==> src/hw/rtl/hdlct3_pkg.sv <==
package hdlct3_pkg;

   localparam int HDR_DEPTH = 8;
   localparam int CNT_W     = 12;
   localparam int SIZE_W    = 13;
   localparam int CTL_ENTRIES = 9;

   localparam logic [7:0]       FLAG_BYTE = 8'h7E;
   localparam logic [7:0]       FORMAT_ID = 8'hA0;
   localparam logic [15:0]      CRC_INIT  = 16'hFFFF;
   localparam logic [15:0]      CRC_POLY  = 16'h8408;
   localparam logic [15:0]      CRC_GOOD  = 16'hF0B8;
   localparam logic [CNT_W-1:0] CNT_MAX   = 12'd4095;

   localparam logic [2:0] STATUS_OK      = 3'd0;
   localparam logic [2:0] STATUS_FLAG    = 3'd1;
   localparam logic [2:0] STATUS_FCS     = 3'd2;
   localparam logic [2:0] STATUS_FORMAT  = 3'd3;
   localparam logic [2:0] STATUS_SIZE    = 3'd4;
   localparam logic [2:0] STATUS_ADDRESS = 3'd5;
   localparam logic [2:0] STATUS_CONTROL = 3'd6;

   localparam logic [3:0] FT_BAD = 4'd0;

   localparam logic [2:0] ASZ_ONE  = 3'd1;
   localparam logic [2:0] ASZ_TWO  = 3'd2;
   localparam logic [2:0] ASZ_FOUR = 3'd4;

   // Control byte classes in priority order: I, RR, RNR, SNRM, DISC, UA, DM, FRMR, UI.
   localparam logic [7:0] CTL_MASK [CTL_ENTRIES] =
      '{8'h01, 8'h0F, 8'h0F, 8'hEF, 8'hEF, 8'hEF, 8'hEF, 8'hEF, 8'hEF};
   localparam logic [7:0] CTL_VAL [CTL_ENTRIES] =
      '{8'h00, 8'h01, 8'h05, 8'h83, 8'h43, 8'h63, 8'h0F, 8'h87, 8'h03};

   typedef logic [HDR_DEPTH-1:0][7:0] hdr_arr_type;

   typedef struct packed {
      logic [2:0]  status;
      logic [10:0] frame_length;
      logic        segmented;
      logic [2:0]  srv_addr_len;
      logic [13:0] srv_upper_addr;
      logic [13:0] physical_address;
      logic [6:0]  client_sap;
      logic [3:0]  frame_type;
      logic        pf_bit;
      logic [2:0]  recv_seq;
      logic [2:0]  send_seq;
   } result_type;

   function automatic logic [15:0] crc_step(input logic [15:0] crc, input logic [7:0] b);
      logic [15:0] c;
      c = crc ^ {8'h00, b};
      for (int i = 0; i < 8; i++) begin
         if (c[0]) begin
            c = (c >> 1) ^ CRC_POLY;
         end else begin
            c = c >> 1;
         end
      end
      return c;
   endfunction

endpackage

==> src/hw/rtl/hdlct3_if.sv <==
interface hdlct3_req_if;
   logic       valid;
   logic       ready;
   logic [7:0] data_byte;
   logic       frame_end;

   modport source(output valid, output data_byte, output frame_end, input ready);
   modport sink(input valid, input data_byte, input frame_end, output ready);
endinterface

interface hdlct3_rsp_if;
   logic        valid;
   logic        ready;
   logic [2:0]  status;
   logic [10:0] frame_length;
   logic        segmented;
   logic [2:0]  srv_addr_len;
   logic [13:0] srv_upper_addr;
   logic [13:0] physical_address;
   logic [6:0]  client_sap;
   logic [3:0]  frame_type;
   logic        pf_bit;
   logic [2:0]  recv_seq;
   logic [2:0]  send_seq;

   modport source(output valid, output status, output frame_length, output segmented,
                  output srv_addr_len, output srv_upper_addr, output physical_address,
                  output client_sap, output frame_type, output pf_bit,
                  output recv_seq, output send_seq, input ready);
   modport sink(input valid, input status, input frame_length, input segmented,
                input srv_addr_len, input srv_upper_addr, input physical_address,
                input client_sap, input frame_type, input pf_bit,
                input recv_seq, input send_seq, output ready);
endinterface

==> src/hw/rtl/hdlc_type3_frame_decoder_unit.sv <==
// Channel    Direction  Payload                                 Transfer when
// req_bus    in         data_byte, frame_end                    valid && ready
// rsp_bus    out        status, frame fields, control fields    valid && ready
//
// A byte is taken into an input register, then advances the frame state and,
// on the closing byte, loads the decoded frame into the result register.
// One byte per cycle is sustained.
// Only the closing byte waits on a full result register; other bytes keep flowing.
// Reset is synchronous and returns the frame state to the start of a frame.
module hdlc_type3_frame_decoder_unit (
   input logic         clock,
   input logic         reset,
   hdlct3_req_if.sink  req_bus,
   hdlct3_rsp_if.source rsp_bus
);
   import hdlct3_pkg::*;

   logic             in_vld_ff, in_vld_in;
   logic [7:0]       in_byte_ff;
   logic             in_end_ff;
   logic [CNT_W-1:0] cnt_ff, cnt_in;
   logic [15:0]      fcs_ff, fcs_in;
   logic             open_ff, open_in;
   hdr_arr_type      hdr_ff;
   logic             out_vld_ff, out_vld_in;
   result_type       out_res_ff;

   logic             out_free;
   logic             s1_go;
   logic             open_now;
   hdr_arr_type      hdr_view;
   logic [SIZE_W-1:0] size;
   result_type       dec_res;

   assign out_free     = !out_vld_ff || rsp_bus.ready;
   assign s1_go        = in_vld_ff && (!in_end_ff || out_free);
   assign req_bus.ready = !in_vld_ff || s1_go;
   assign in_vld_in    = req_bus.valid ? 1'b1 : (in_vld_ff && !s1_go);

   assign open_now = (cnt_ff == '0) ? (in_byte_ff == FLAG_BYTE) : open_ff;
   assign size     = SIZE_W'(cnt_ff) + SIZE_W'(1);

   always_comb begin
      for (int k = 0; k < HDR_DEPTH; k++) begin
         hdr_view[k] = (cnt_ff == CNT_W'(k + 1)) ? in_byte_ff : hdr_ff[k];
      end
   end

   always_comb begin
      if (in_end_ff) begin
         cnt_in  = '0;
         fcs_in  = CRC_INIT;
         open_in = 1'b0;
      end else begin
         cnt_in  = (cnt_ff == CNT_MAX) ? cnt_ff : cnt_ff + CNT_W'(1);
         fcs_in  = (cnt_ff == '0) ? fcs_ff : crc_step(fcs_ff, in_byte_ff);
         open_in = open_now;
      end
   end

   assign out_vld_in = (s1_go && in_end_ff) ? 1'b1 : (out_vld_ff && !rsp_bus.ready);

   hdlct3_decode u_decode (
      .open_flag_i (open_now),
      .last_byte_i (in_byte_ff),
      .fcs_i       (fcs_ff),
      .size_i      (size),
      .hdr_i       (hdr_view),
      .result_o    (dec_res)
   );

   always_ff @(posedge clock) begin
      if (reset) begin
         in_vld_ff  <= 1'b0;
         out_vld_ff <= 1'b0;
         cnt_ff     <= '0;
         fcs_ff     <= CRC_INIT;
         open_ff    <= 1'b0;
      end else begin
         in_vld_ff  <= in_vld_in;
         out_vld_ff <= out_vld_in;
         if (s1_go) begin
            cnt_ff  <= cnt_in;
            fcs_ff  <= fcs_in;
            open_ff <= open_in;
         end
      end
   end

   always_ff @(posedge clock) begin
      if (req_bus.ready && req_bus.valid) begin
         in_byte_ff <= req_bus.data_byte;
         in_end_ff  <= req_bus.frame_end;
      end
      if (s1_go) begin
         hdr_ff <= hdr_view;
      end
      if (s1_go && in_end_ff) begin
         out_res_ff <= dec_res;
      end
   end

   assign rsp_bus.valid            = out_vld_ff;
   assign rsp_bus.status           = out_res_ff.status;
   assign rsp_bus.frame_length     = out_res_ff.frame_length;
   assign rsp_bus.segmented        = out_res_ff.segmented;
   assign rsp_bus.srv_addr_len     = out_res_ff.srv_addr_len;
   assign rsp_bus.srv_upper_addr   = out_res_ff.srv_upper_addr;
   assign rsp_bus.physical_address = out_res_ff.physical_address;
   assign rsp_bus.client_sap       = out_res_ff.client_sap;
   assign rsp_bus.frame_type       = out_res_ff.frame_type;
   assign rsp_bus.pf_bit           = out_res_ff.pf_bit;
   assign rsp_bus.recv_seq         = out_res_ff.recv_seq;
   assign rsp_bus.send_seq         = out_res_ff.send_seq;

   // A waiting result is never overwritten by the next closing byte.
   a_no_overwrite: assert property (@(posedge clock) disable iff (reset)
      (s1_go && in_end_ff) |-> out_free)
      else $error("result register overwritten");

   a_result_source: assert property (@(posedge clock) disable iff (reset)
      $rose(out_vld_ff) |-> $past(s1_go && in_end_ff))
      else $error("result without a closing byte");

   a_frame_restart: assert property (@(posedge clock) disable iff (reset)
      (s1_go && in_end_ff) |=> (cnt_ff == '0 && fcs_ff == CRC_INIT && !open_ff))
      else $error("frame state not restarted");

   a_ok_has_type: assert property (@(posedge clock) disable iff (reset)
      (out_vld_ff && out_res_ff.status == STATUS_OK) |-> out_res_ff.frame_type != FT_BAD)
      else $error("accepted frame without a type");

endmodule

==> src/hw/rtl/hdlct3_decode.sv <==
module hdlct3_decode (
   input  logic                                open_flag_i,
   input  logic [7:0]                          last_byte_i,
   input  logic [15:0]                         fcs_i,
   input  logic [hdlct3_pkg::SIZE_W-1:0]       size_i,
   input  hdlct3_pkg::hdr_arr_type             hdr_i,
   output hdlct3_pkg::result_type              result_o
);
   import hdlct3_pkg::*;

   always_comb begin
      logic [10:0]       len;
      logic [7:0]        f0;
      logic [7:0]        f1;
      logic [7:0]        cl;
      logic [7:0]        cf;
      logic [2:0]        asz;
      logic [13:0]       up;
      logic [13:0]       lo;
      logic              addr_ok;
      logic              found;
      logic [SIZE_W-1:0] min_size;

      result_o = '0;
      f0       = hdr_i[0];
      f1       = hdr_i[1];
      len      = {f0[2:0], f1};
      asz      = '0;
      up       = '0;
      lo       = '0;
      addr_ok  = 1'b1;
      cl       = '0;
      cf       = '0;
      found    = 1'b0;
      min_size = '0;

      if (hdr_i[2][0]) begin
         asz = ASZ_ONE;
         up  = {7'd0, hdr_i[2][7:1]};
      end else if (hdr_i[3][0]) begin
         asz = ASZ_TWO;
         up  = {7'd0, hdr_i[2][7:1]};
         lo  = {7'd0, hdr_i[3][7:1]};
      end else if (!hdr_i[4][0] && hdr_i[5][0]) begin
         asz = ASZ_FOUR;
         up  = {hdr_i[2][7:1], hdr_i[3][7:1]};
         lo  = {hdr_i[4][7:1], hdr_i[5][7:1]};
      end else begin
         addr_ok = 1'b0;
      end
      min_size = SIZE_W'(8) + SIZE_W'(asz);

      unique case (asz)
         ASZ_ONE: begin
            cl = hdr_i[3];
            cf = hdr_i[4];
         end
         ASZ_TWO: begin
            cl = hdr_i[4];
            cf = hdr_i[5];
         end
         default: begin
            cl = hdr_i[6];
            cf = hdr_i[7];
         end
      endcase

      priority if (!(open_flag_i && last_byte_i == FLAG_BYTE)) begin
         result_o.status = STATUS_FLAG;
      end else if (fcs_i != CRC_GOOD) begin
         result_o.status = STATUS_FCS;
      end else if (f0[7:4] != FORMAT_ID[7:4]) begin
         result_o.status = STATUS_FORMAT;
      end else begin
         result_o.frame_length = len;
         result_o.segmented    = f0[3];
         priority if ((SIZE_W'(len) + SIZE_W'(2)) != size_i || size_i < SIZE_W'(9)) begin
            result_o.status = STATUS_SIZE;
         end else if (!addr_ok) begin
            result_o.status = STATUS_ADDRESS;
         end else begin
            result_o.srv_addr_len     = asz;
            result_o.srv_upper_addr   = up;
            result_o.physical_address = lo;
            priority if (size_i < min_size) begin
               result_o.status = STATUS_SIZE;
            end else if (!cl[0]) begin
               result_o.status = STATUS_ADDRESS;
            end else begin
               result_o.client_sap = cl[7:1];
               result_o.pf_bit     = cf[4];
               result_o.recv_seq   = cf[7:5];
               result_o.send_seq   = cf[3:1];
               result_o.frame_type = FT_BAD;
               for (int i = 0; i < CTL_ENTRIES; i++) begin
                  if (!found && (cf & CTL_MASK[i]) == CTL_VAL[i]) begin
                     found               = 1'b1;
                     result_o.frame_type = 4'(i + 1);
                  end
               end
               result_o.status = found ? STATUS_OK : STATUS_CONTROL;
            end
         end
      end
   end

endmodule

==> src/flat_wrapper.sv <==
// flat-port wrapper written by rule: the top's interface ports become plain ports
module hdlc_type3_frame_decoder_unit_flat import hdlct3_pkg::*;
  (clock, reset, req_bus_valid, req_bus_data_byte, req_bus_frame_end, req_bus_ready, rsp_bus_valid, rsp_bus_status, rsp_bus_frame_length, rsp_bus_segmented, rsp_bus_srv_addr_len, rsp_bus_srv_upper_addr, rsp_bus_physical_address, rsp_bus_client_sap, rsp_bus_frame_type, rsp_bus_pf_bit, rsp_bus_recv_seq, rsp_bus_send_seq, rsp_bus_ready);
  hdlct3_req_if req_bus_i ();
  hdlct3_rsp_if rsp_bus_i ();
  input logic clock;
  input logic reset;
  input wire logic [$bits(req_bus_i.valid)-1:0] req_bus_valid;
  input wire logic [$bits(req_bus_i.data_byte)-1:0] req_bus_data_byte;
  input wire logic [$bits(req_bus_i.frame_end)-1:0] req_bus_frame_end;
  output wire logic [$bits(req_bus_i.ready)-1:0] req_bus_ready;
  output wire logic [$bits(rsp_bus_i.valid)-1:0] rsp_bus_valid;
  output wire logic [$bits(rsp_bus_i.status)-1:0] rsp_bus_status;
  output wire logic [$bits(rsp_bus_i.frame_length)-1:0] rsp_bus_frame_length;
  output wire logic [$bits(rsp_bus_i.segmented)-1:0] rsp_bus_segmented;
  output wire logic [$bits(rsp_bus_i.srv_addr_len)-1:0] rsp_bus_srv_addr_len;
  output wire logic [$bits(rsp_bus_i.srv_upper_addr)-1:0] rsp_bus_srv_upper_addr;
  output wire logic [$bits(rsp_bus_i.physical_address)-1:0] rsp_bus_physical_address;
  output wire logic [$bits(rsp_bus_i.client_sap)-1:0] rsp_bus_client_sap;
  output wire logic [$bits(rsp_bus_i.frame_type)-1:0] rsp_bus_frame_type;
  output wire logic [$bits(rsp_bus_i.pf_bit)-1:0] rsp_bus_pf_bit;
  output wire logic [$bits(rsp_bus_i.recv_seq)-1:0] rsp_bus_recv_seq;
  output wire logic [$bits(rsp_bus_i.send_seq)-1:0] rsp_bus_send_seq;
  input wire logic [$bits(rsp_bus_i.ready)-1:0] rsp_bus_ready;
  assign req_bus_i.valid = req_bus_valid;
  assign req_bus_i.data_byte = req_bus_data_byte;
  assign req_bus_i.frame_end = req_bus_frame_end;
  assign req_bus_ready = req_bus_i.ready;
  assign rsp_bus_valid = rsp_bus_i.valid;
  assign rsp_bus_status = rsp_bus_i.status;
  assign rsp_bus_frame_length = rsp_bus_i.frame_length;
  assign rsp_bus_segmented = rsp_bus_i.segmented;
  assign rsp_bus_srv_addr_len = rsp_bus_i.srv_addr_len;
  assign rsp_bus_srv_upper_addr = rsp_bus_i.srv_upper_addr;
  assign rsp_bus_physical_address = rsp_bus_i.physical_address;
  assign rsp_bus_client_sap = rsp_bus_i.client_sap;
  assign rsp_bus_frame_type = rsp_bus_i.frame_type;
  assign rsp_bus_pf_bit = rsp_bus_i.pf_bit;
  assign rsp_bus_recv_seq = rsp_bus_i.recv_seq;
  assign rsp_bus_send_seq = rsp_bus_i.send_seq;
  assign rsp_bus_i.ready = rsp_bus_ready;
  hdlc_type3_frame_decoder_unit u_core (.clock(clock), .reset(reset), .req_bus(req_bus_i), .rsp_bus(rsp_bus_i));
endmodule
==> config.mk <==
export PLATFORM = sky130hd
export DESIGN_NAME = hdlc_type3_frame_decoder_unit_flat
export DESIGN_NICKNAME = d
export VERILOG_FILES = /design/src/hw/rtl/hdlct3_pkg.sv /design/src/hw/rtl/hdlct3_if.sv /design/src/hw/rtl/hdlc_type3_frame_decoder_unit.sv /design/src/hw/rtl/hdlct3_decode.sv /design/src/flat_wrapper.sv
export SDC_FILE = /design/constraint.sdc
export NUM_CORES = 1
export LEC_CHECK = 0
export BUFFER_PORTS_ARGS = -buffer_cell sky130_fd_sc_hd__buf_2
export CAP_MARGIN = 20
export CORE_AREA = 8 8 165 167
export CTS_CLUSTER_SIZE = 8
export DETAILED_ROUTE_END_ITERATION = 16
export DIE_AREA = 0 0 173 175
export GPL_TIMING_DRIVEN = 0
export PLACE_DENSITY_LB_ADDON = 0.05
export SLEW_MARGIN = 20
export SYNTH_ARGS = -nofsm -noshare
export SYNTH_HDL_FRONTEND = slang
export SYNTH_SLANG_ARGS = --single-unit
==> constraint.sdc <==
create_clock -name clock -period 9.4 [get_ports clock]
set_input_delay 0.94 -clock clock [delete_from_list [all_inputs] [get_ports clock]]
set_output_delay 0.94 -clock clock [all_outputs]
set_load 0.03 [all_outputs]
==> flow_summary.ini, run 1 <==
[global_routing]
grt_remaining_overflow = 0
antenna_found_initial = 0
grt_pass1_wl_mm = 40.67
first_global_vias = 6775
grtUsageTotal_pct = 17.25
grt_max_degree = 51

[detailed_routing]
detail_route.wl_per_cell_um = 20.47
drtIter0Drc = 507
dr.pass1.iters = 5
drt.antenna.violating_nets = 0
via_per_inst = 5.320
num_vias = 6724
drc = 0
wirelength_mm = 25.87

[worst_setup_path]
worstSetupEndpointType = register
critPathMaxFanout = 10
r2r_setup_slack_ns = 4.31
criticalPathCategory = register to register
required_ns = 9.67
worst_ep_arrival_time_ns = 5.36
start_kind = register

[floorplan]
core_um2 = 24670
die_x_um = 173
die_area_um2 = 30280
die_h_um = 175
row_count = 58
start_util_pct = 36.05
ios = 79

[power]
p_int_w = 0.001266
p_seq_share_pct = 49.6
p_leak_nw = 4.029
power_w = 0.001683
power_density_nw_per_um2 = 161.5
p_switching_w = 0.0004166
comb_power_share_pct = 8.5
p_sw_share_pct = 24.76
p_clk_share_pct = 41.9
ir_drop_uv = 104.0

[timing]
setup_tns_ns = 0
post-route-min-period_ns = 5.088
max-slew-margin-rel_pct = 32.75
grt_setup_unrepaired = no
final-hold-violation-count = 0
max_freq_ghz = 0.1966
slew_viol_final = 0
tightest_slew_ns = 1.009
final.setup.worst_slack_ns = 4.312
whs_ns = 0.4617
fin_skew_ns = 0.01309
fin_crit_sh_pct = 54.13
setup_viol = 0

[yosys]
yosysWarnings = 0
synthFlopType = edfxtp_1
async_flop_share_pct = 0
ys_seq_area_share_pct = 53.22
synth-seq-cells = 168
synth_nets = 841
mappedNetlistArea_um2 = 8896
synth.avg_cell_area_um2 = 10.84
yosys.area.top_type = edfxtp_1
synth_edf_count = 137
synthCells = 821
synthTopCellsByArea = edfxtp_1, dfxtp_1, mux2i_1
synth_cell_type_count = 70
synth_top_cell_area_share_pct = 46.24

[layout]
multi_input_area_um2 = 3774
n_fill_cell = 2416
stdcell_area_um2 = 10420
final_cell_mix = edfxtp_1, buf_2, nor2_1
seqCellArea_um2 = 4735
final_common_cell = edfxtp_1
final_layout_size_suffix_gt1_share_pct = 19.27
area_delta_synth_final_pct = 17.09
n_antenna_cell = 0
fin_nets = 942

[clock_network]
cts-buffers-inserted = 17
clock_path_buffers = 2
clk_latency_ns = 0.43
cts-resized-gates = 0
clockRootBuffer = clkbuf_16
cts_hold_buffers = 0
clk_pin_slew_ns = 0.07
htreeDepth = 4
cts_tree = built
cts_setup_buffers = 0
cts.sinks = 168

[hold_path]
hp-class = register to register

[placed_design]
dpl_cell_area_um2 = 9844
port_buffers = 77
dp_slack_ns = 4.298
routabilityCongestion = 0.8991
dp_hpwl_mm = 18.87

[run_status]
status = finished, final reports clean

[flow_run]
timing.max_cap.violations = 0
==> through the flow <==
stage               util [%]  cells
global route           42.22   1264
detailed placement     39.90   1233
floorplan                  -    821
finish                 42.22   1264
CTS                    42.22   1264
global placement       39.29   1228
==> worst max-delay path, stage by stage (launching register included) <==
cell and delay [ns]:
dfxtp_1 0.30, clkbuf_1 0.24, nor4_4 0.59, nand4_2 0.48, mux2i_1 0.49, inv_1 0.11
ha_1 0.32, and3_1 0.19, o21ai_0 0.20, a21oi_1 0.10, nor4b_1 0.35, nand4_1 0.25
or3_1 0.44, or2_1 0.23, clkbuf_1 0.22, buf_2 0.26, nor2_1 0.13
==> metal layers <==
layer / wire, um / GRT usage, %
met1: 11860 / 21.90
met2: 12190 / 28.67
met3: 1164 / 3.497
met4: 663 / 6.360
met5: 0 / 0
==> synth_stat cells (all sizes together) (9+ instances only) <==
| library cell | instances |
|---|---|
| a21oi | 33 |
| mux2 | 31 |
| o21bai | 10 |
| inv | 49 |
| mux2i | 43 |
| edfxtp | 137 |
| a211oi | 19 |
| clkbuf | 33 |
| nand2 | 53 |
| buf | 17 |
| and3 | 14 |
| xnor2 | 29 |
| nor3 | 28 |
| nor2 | 82 |
| xor2 | 13 |
| dfxtp | 31 |
| nand4 | 19 |
| nand3 | 24 |
| o21ai | 28 |
| or3 | 9 |
| and2 | 9 |
==> final timing paths <==
check,to,startpoint,depth (start not counted)
worst max-delay path,u_core.rsp_bus.physical_address[9],u_core.cnt_ff[7],16
worst min-delay path,u_core.open_ff,u_core.open_ff,2
worst max register to register,u_core.rsp_bus.physical_address[9],u_core.cnt_ff[7],16
worst min register to register,u_core.open_ff,u_core.open_ff,2
==> sequential cells by signal, indices dropped and copies added, names as in the netlist, 4 cells and up <==
signal and flops:
u_core.rsp_bus.physical_address 14, u_core.rsp_bus.srv_upper_addr 14, u_core.in_byte_ff 8, u_core.cnt_ff 12
u_core.hdr_ff 64, u_core.fcs_ff 16, u_core.rsp_bus.client_sap 7, u_core.rsp_bus.frame_type 4
u_core.rsp_bus.frame_length 11
==> cell families after synthesis <==
kind of cell    Yosys count  synth area share, %
buf+inv                  99                4.641
compound gates          149                11.32
mux                      74                8.945
fa+ha+maj                 7               0.9845
flops                   168                53.22
xor+xnor                 42                4.135
simple gates            282                16.75
==> power groups by stage <==
stage	sequential (W)	combinational [W]	clock, W
after floorplan	0.000862	0.0000822	0
after global placement	0.000855	0.000134	0
after detailed placement	0.000851	0.000143	0
after CTS	0.000834	0.000144	0.000722
after global routing	0.000836	0.000155	0.000750
final	0.000834	0.000142	0.000706
==> cell type report <==
| class | instances | area share [%] |
|---|---|---|
| repair buffers | 82 | 4.901 |
| flip-flops and latches | 168 | 45.45 |
| clock inverters | 13 | 1.369 |
| inverters | 49 | 1.766 |
| multi-input cells | 554 | 36.23 |
| well taps | 330 | 3.964 |
| plain buffers | 50 | 2.198 |
| clock buffers | 18 | 4.120 |
Note: power is estimated with default switching activity, not from simulation.
==> run 2, diff against run 1 <==
--- a/config.mk
+++ b/config.mk
@@ -5,12 +5,13 @@
 export SDC_FILE = /design/constraint.sdc
 export NUM_CORES = 1
 export LEC_CHECK = 0
+export ABC_AREA = 1
 export BUFFER_PORTS_ARGS = -buffer_cell sky130_fd_sc_hd__buf_2
 export CAP_MARGIN = 20
-export CORE_AREA = 8 8 165 167
+export CORE_AREA = 8 8 162 164
 export CTS_CLUSTER_SIZE = 8
 export DETAILED_ROUTE_END_ITERATION = 16
-export DIE_AREA = 0 0 173 175
+export DIE_AREA = 0 0 170 172
 export GPL_TIMING_DRIVEN = 0
 export PLACE_DENSITY_LB_ADDON = 0.05
 export SLEW_MARGIN = 20
==> constraint.sdc (replaced) <==
create_clock -name clock -period 4.92 [get_ports clock]
set_input_delay 0.492 -clock clock [delete_from_list [all_inputs] [get_ports clock]]
set_output_delay 0.492 -clock clock [all_outputs]
set_load 0.03 [all_outputs]
==> flow_summary.ini, run 2 <==
[layout]
reg.largest.list = u_core.hdr_ff x64, u_core.fcs_ff x16
n_antenna_cell = 0
top_register = u_core.hdr_ff
final_common_cell = nand2_1
area_delta_synth_final_pct = 16.47
final_layout_size_suffix_gt1_share_pct = 15.74
fin_nets = 1125
final_cell_mix = nand2_1, edfxtp_1, inv_1
instances_no_fill = 1442
largest_reg_flops = 64

[yosys]
synthTopCellsByArea = edfxtp_1, nand2_1, dfxtp_1
synth.avg_cell_area_um2 = 8.578
synth_nets = 1026
synth-seq-cells = 168
synth_compound_gate_area_share_pct = 8.656
ys_top_cells_by_count = nand2_1, edfxtp_1, inv_1, nor2_1, nand3_1
synthCells = 1006
synthXorXnorAreaFrac_pct = 1.928
synthFlopType = edfxtp_1
mappedNetlistArea_um2 = 8630
async_flop_share_pct = 0
synth_top_cell_area_share_pct = 47.67
synth_edf_count = 137
yosysMostFrequentCell = nand2_1
synth_cell_type_count = 37
synth.area.mux_share_pct = 0
yosysWarnings = 0
ys_seq_area_share_pct = 54.86
synth_top_family_by_area = simple AND/OR/NAND/NOR gates
synth_adder_area_share_pct = 1.015
yosys.area.top_type = edfxtp_1
yosys.area_share.simple_pct = 25.87

[timing]
fin_skew_ns = 0.01483
tightest_slew_ns = 1.015
final-hold-violation-count = 0
setup_tns_ns = 0
setup_viol = 0
grt_setup_unrepaired = no
final.setup.worst_slack_ns = 0.8812
post-route-min-period_ns = 4.039
max-slew-margin-rel_pct = 31.73
fin_crit_sh_pct = 82.09
slew_viol_final = 0
max_freq_ghz = 0.2476

[power]
p_leak_nw = 4.414
power_w = 0.003224
ir_drop_uv = 181.4
power_density_nw_per_um2 = 320.8

[worst_setup_path]
cp_common_cell = inv_1
start_kind = register
worst_ep_arrival_time_ns = 4.22
max_stage_delay_ns = 0.49
critPathSlowestCell = dfxtp_1
critPathMaxFanout = 10
worstSetupEndpointType = register
cp_num_buf_inv = 9
crit_family = buffers and inverters
required_ns = 5.10
crit_path_cell_trace = inv_1 > ha_1 > inv_1 > nor2_1 > nand2_1 > buf_2 > nand2_1 > o21ai_1 > inv_1 > nor2_4 > inv_2 > nor2_4 > inv_1 > ha_1 > inv_1 > o21bai_1 > a21oi_1 > nor2_1 > nand3_2 > nor2_2 > inv_2 > buf_6 > nor2_2
criticalPathCategory = register to register

[detailed_routing]
drt.antenna.violating_nets = 0
drc = 0
dr.pass1.iters = 5
drtIter0Drc = 458
num_vias = 6985
wirelength_mm = 24.84
via_per_inst = 4.844
detail_route.wl_per_cell_um = 17.22

[clock_network]
clockRootBuffer = clkbuf_16
clock_path_buffers = 2
cts.sinks = 168
clk_pin_slew_ns = 0.07
clk_latency_ns = 0.44
cts_hold_buffers = 0
htreeDepth = 4
cts-resized-gates = 0
cts-buffers-inserted = 17
cts_tree = built
cts_setup_buffers = 0

[global_routing]
grtUsageTotal_pct = 17.43
first_global_vias = 6842
antenna_found_initial = 0
grt_pass1_wl_mm = 38.82
grt_remaining_overflow = 0
grt_max_degree = 54

[floorplan]
ios = 79
core_um2 = 23820
die_x_um = 170
die_area_um2 = 29240
die_h_um = 172
row_count = 57
start_util_pct = 36.23

[placed_design]
routabilityCongestion = 0.8389
dp.cells = 1410
dp_hpwl_mm = 17.91
port_buffers = 78
dp_slack_ns = 0.8888

[run_status]
status = finished, final reports clean

[flow_run]
timing.max_cap.violations = 0

[hold_path]
hp-class = input pin to register
-- run 2: cell count changes in the layout (fill, tap and decap cells not counted), moves of 17 or more --
cell	before	now
nor2_2	0	17
mux2i_1	41	0
o21ai_0	24	53
inv_1	48	123
clkbuf_1	34	16
a21oi_1	33	53
nor3_1	27	8
nand3_1	24	86
mux2_2	31	0
nand2_1	53	268
-- run 2: layout make-up --
type | instances | area (um2)
Buffer | 27 | 143.9
Clock buffer | 20 | 446.7
Clock inverter | 12 | 118.9
Fill cell | 2505 | 13770
Inverter | 138 | 523.0
Multi-Input combinational cell | 673 | 3233
Sequential cell | 168 | 4735
Tap cell | 324 | 405.4
Timing Repair Buffer | 80 | 445.4
-- run 2: final timing paths --
check	slack (ns)	startpoint	cells after the start	end
max	0.88	u_core.cnt_ff[0]	23	u_core.rsp_bus.client_sap[6]
min	0.23	req_bus_data_byte[2]	1	u_core.in_byte_ff[2]
max reg2reg	0.88	u_core.cnt_ff[0]	23	u_core.rsp_bus.client_sap[6]
min reg2reg	0.47	u_core.open_ff	2	u_core.open_ff
-- run 2: cells by family after synthesis --
logic type,Yosys count
xor gates and xnor gates,19
DFF,168
buffers and inverters,165
adders and majority gates,7
AOI/OAI and AO/OA,136
and+or+nand+nor,511
-- run 2: routing by layer --
metal | wire, um | GRT usage (%) | up-vias
li1 | - | - | 3543
met1 | 11410 | 22.29 | 3246
met2 | 11640 | 28.91 | 158
met3 | 1052 | 3.174 | 38
met4 | 736 | 6.941 | 0
met5 | 0 | 0 | -
-- run 2: per-stage QoR --
step | cell area [um2] | utilization, % | hold WS (ns)
after floorplan | 8630 | - | 0.4452
final | 10050 | 42.19 | 0.2258
after global routing | 10050 | 42.19 | 0.2070
after CTS | 10050 | 42.19 | 0.2090
after detailed placement | 9485 | 39.82 | 0.4641
after global placement | 9425 | 39.57 | 0.4547
-- run 2: where the power goes --
part | switching, W | internal, W
sequential | 0.0000226 | 0.00158
clock | 0.000622 | 0.000719
combinational | 0.000200 | 0.0000805
total | 0.000845 | 0.00238
==> run 3, diff against run 2 <==
==> constraint.sdc (replaced) <==
create_clock -name clock -period 3.45 [get_ports clock]
set_input_delay 0.345 -clock clock [delete_from_list [all_inputs] [get_ports clock]]
set_output_delay 0.345 -clock clock [all_outputs]
set_load 0.03 [all_outputs]
==> flow_summary.ini, run 3 (same netlist as run 2, synthesis figures left out) <==
[run_status]
status = finished, final reports clean

[global_routing]
grt_max_degree = 37
first_global_vias = 6715
met1_usage_pct = 22.10
busiest_layer = met2
grt_remaining_overflow = 0
antenna_found_initial = 0
grtUsageTotal_pct = 17.28
grt_use_met3_pct = 3.174
grt_pass1_wl_mm = 38.34
met2_usage_pct = 29.22

[layout]
final_layout_size_suffix_gt1_share_pct = 22.01
multi_input_area_um2 = 3466
n_fill_cell = 2467
final_util_pct = 44.21
final_common_cell = nand2_1
fin_nets = 1143
stdcell_area_um2 = 10530
reg.largest.list = u_core.hdr_ff x64, u_core.fcs_ff x16
seqCellArea_um2 = 4753
largest_reg_flops = 64
n_antenna_cell = 0
top_register = u_core.hdr_ff
area_delta_synth_final_pct = 22.02
final_cell_mix = nand2_1, edfxtp_1, inv_1

[worst_setup_path]
worst_ep_arrival_time_ns = 3.57
max_stage_delay_ns = 0.42
cp_num_buf_inv = 9
worstSetupEndpointType = register
required_ns = 3.75
start_kind = register
critPathMaxFanout = 10
r2r_setup_slack_ns = 0.18
cp_common_cell = nor2_4
crit_path_cell_trace = buf_4 > ha_1 > inv_2 > nor2_1 > nand2_2 > buf_6 > o21ai_2 > inv_2 > nor2_4 > inv_2 > nor2_4 > inv_1 > ha_1 > inv_1 > o21bai_1 > a21oi_2 > nor2_2 > nand3_4 > nor2_4 > inv_4 > buf_8 > nor2_4
critPathSlowestCell = dfxtp_4
crit_family = simple AND/OR/NAND/NOR gates
criticalPathCategory = register to register

[floorplan]
die_area_um2 = 29240
start_util_pct = 36.23
core_um2 = 23820
ios = 79
row_count = 57
die_x_um = 170
die_h_um = 172

[power]
ir_drop_uv = 268.3
power_density_nw_per_um2 = 444.1
p_leak_nw = 4.580

[clock_network]
cts_tree = built
cts.sinks = 168
clk_pin_slew_ns = 0.07
cts-buffers-inserted = 17
clockRootBuffer = clkbuf_16
htreeDepth = 4
clk_latency_ns = 0.44
clock_path_buffers = 2

[timing]
tightest_slew_ns = 0.9256
fin_crit_sh_pct = 94.80
final.setup.worst_slack_ns = 0.1795
final-hold-violation-count = 0
max-slew-margin-rel_pct = 37.72
fin_skew_ns = 0.02207
setup_viol = 0
max_freq_ghz = 0.3058
post-route-min-period_ns = 3.271
slew_viol_final = 0

[placed_design]
dp_slack_ns = -0.5923
dp_hpwl_mm = 17.94
port_buffers = 78
dpl_cell_area_um2 = 9560
routabilityCongestion = 0.8290

[detailed_routing]
drc = 0
drtIter0Drc = 481
drt.antenna.violating_nets = 0
wirelength_mm = 24.73
via_per_inst = 4.803
detail_route.wl_per_cell_um = 16.94
num_vias = 7012
dr.pass1.iters = 5

[hold_path]
hp-class = input pin to register

[flow_run]
timing.max_cap.violations = 0
[run 3: worst paths after layout]
check,startpoint,to,depth (start not counted)
max,u_core.cnt_ff[0],u_core.rsp_bus.client_sap[4],22
min,req_bus_data_byte[0],u_core.in_byte_ff[0],1
max reg2reg,u_core.cnt_ff[0],u_core.rsp_bus.client_sap[4],22
min reg2reg,u_core.open_ff,u_core.open_ff,2
[run 3: power breakdown]
part / total [W] / internal, W / switching, W
registers: 0.00229 / 0.00225 / 0.0000363
logic: 0.000419 / 0.000128 / 0.000291
clock network: 0.00197 / 0.00109 / 0.000883
[run 3: layout make-up]
cell class | count | area share (%)
buffer | 26 | 1.711
clock buffer | 18 | 4.076
clock inverter | 14 | 1.545
inverter | 138 | 5.086
multi-input combinational | 673 | 32.91
sequential | 168 | 45.14
tap | 324 | 3.850
timing repair buffer | 99 | 5.680
[run 3: timing repair]
item / CTS / global route
resized for setup: 32 / 43
pin swaps: 10 / 11
gates cloned: 0 / 0
endpoints found under the setup margin: 52 / 48
hold buffers: 0 / 0
buffers inserted: 4 / 13
[run 3: per-layer routing]
metal	up-vias	share of wire, %	routed length, um
met4	0	1.8	456
met5	-	0	0
met3	27	3.8	936
li1	3590	-	-
met1	3261	46	11360
met2	134	48	11980
[run 3: through the flow]
stage                     setup TNS [ns]  std cells  power (W)  hold WS (ns)
after floorplan                   -2.753       1006   0.002605        0.4428
after global placement           -122.95       1408   0.002732        0.4545
after detailed placement          -18.54       1412   0.002741        0.4585
after CTS                              0       1447   0.004718       0.06766
after global routing            -0.04100       1460   0.004855       0.06833
final                                  0       1460   0.004677       0.08063
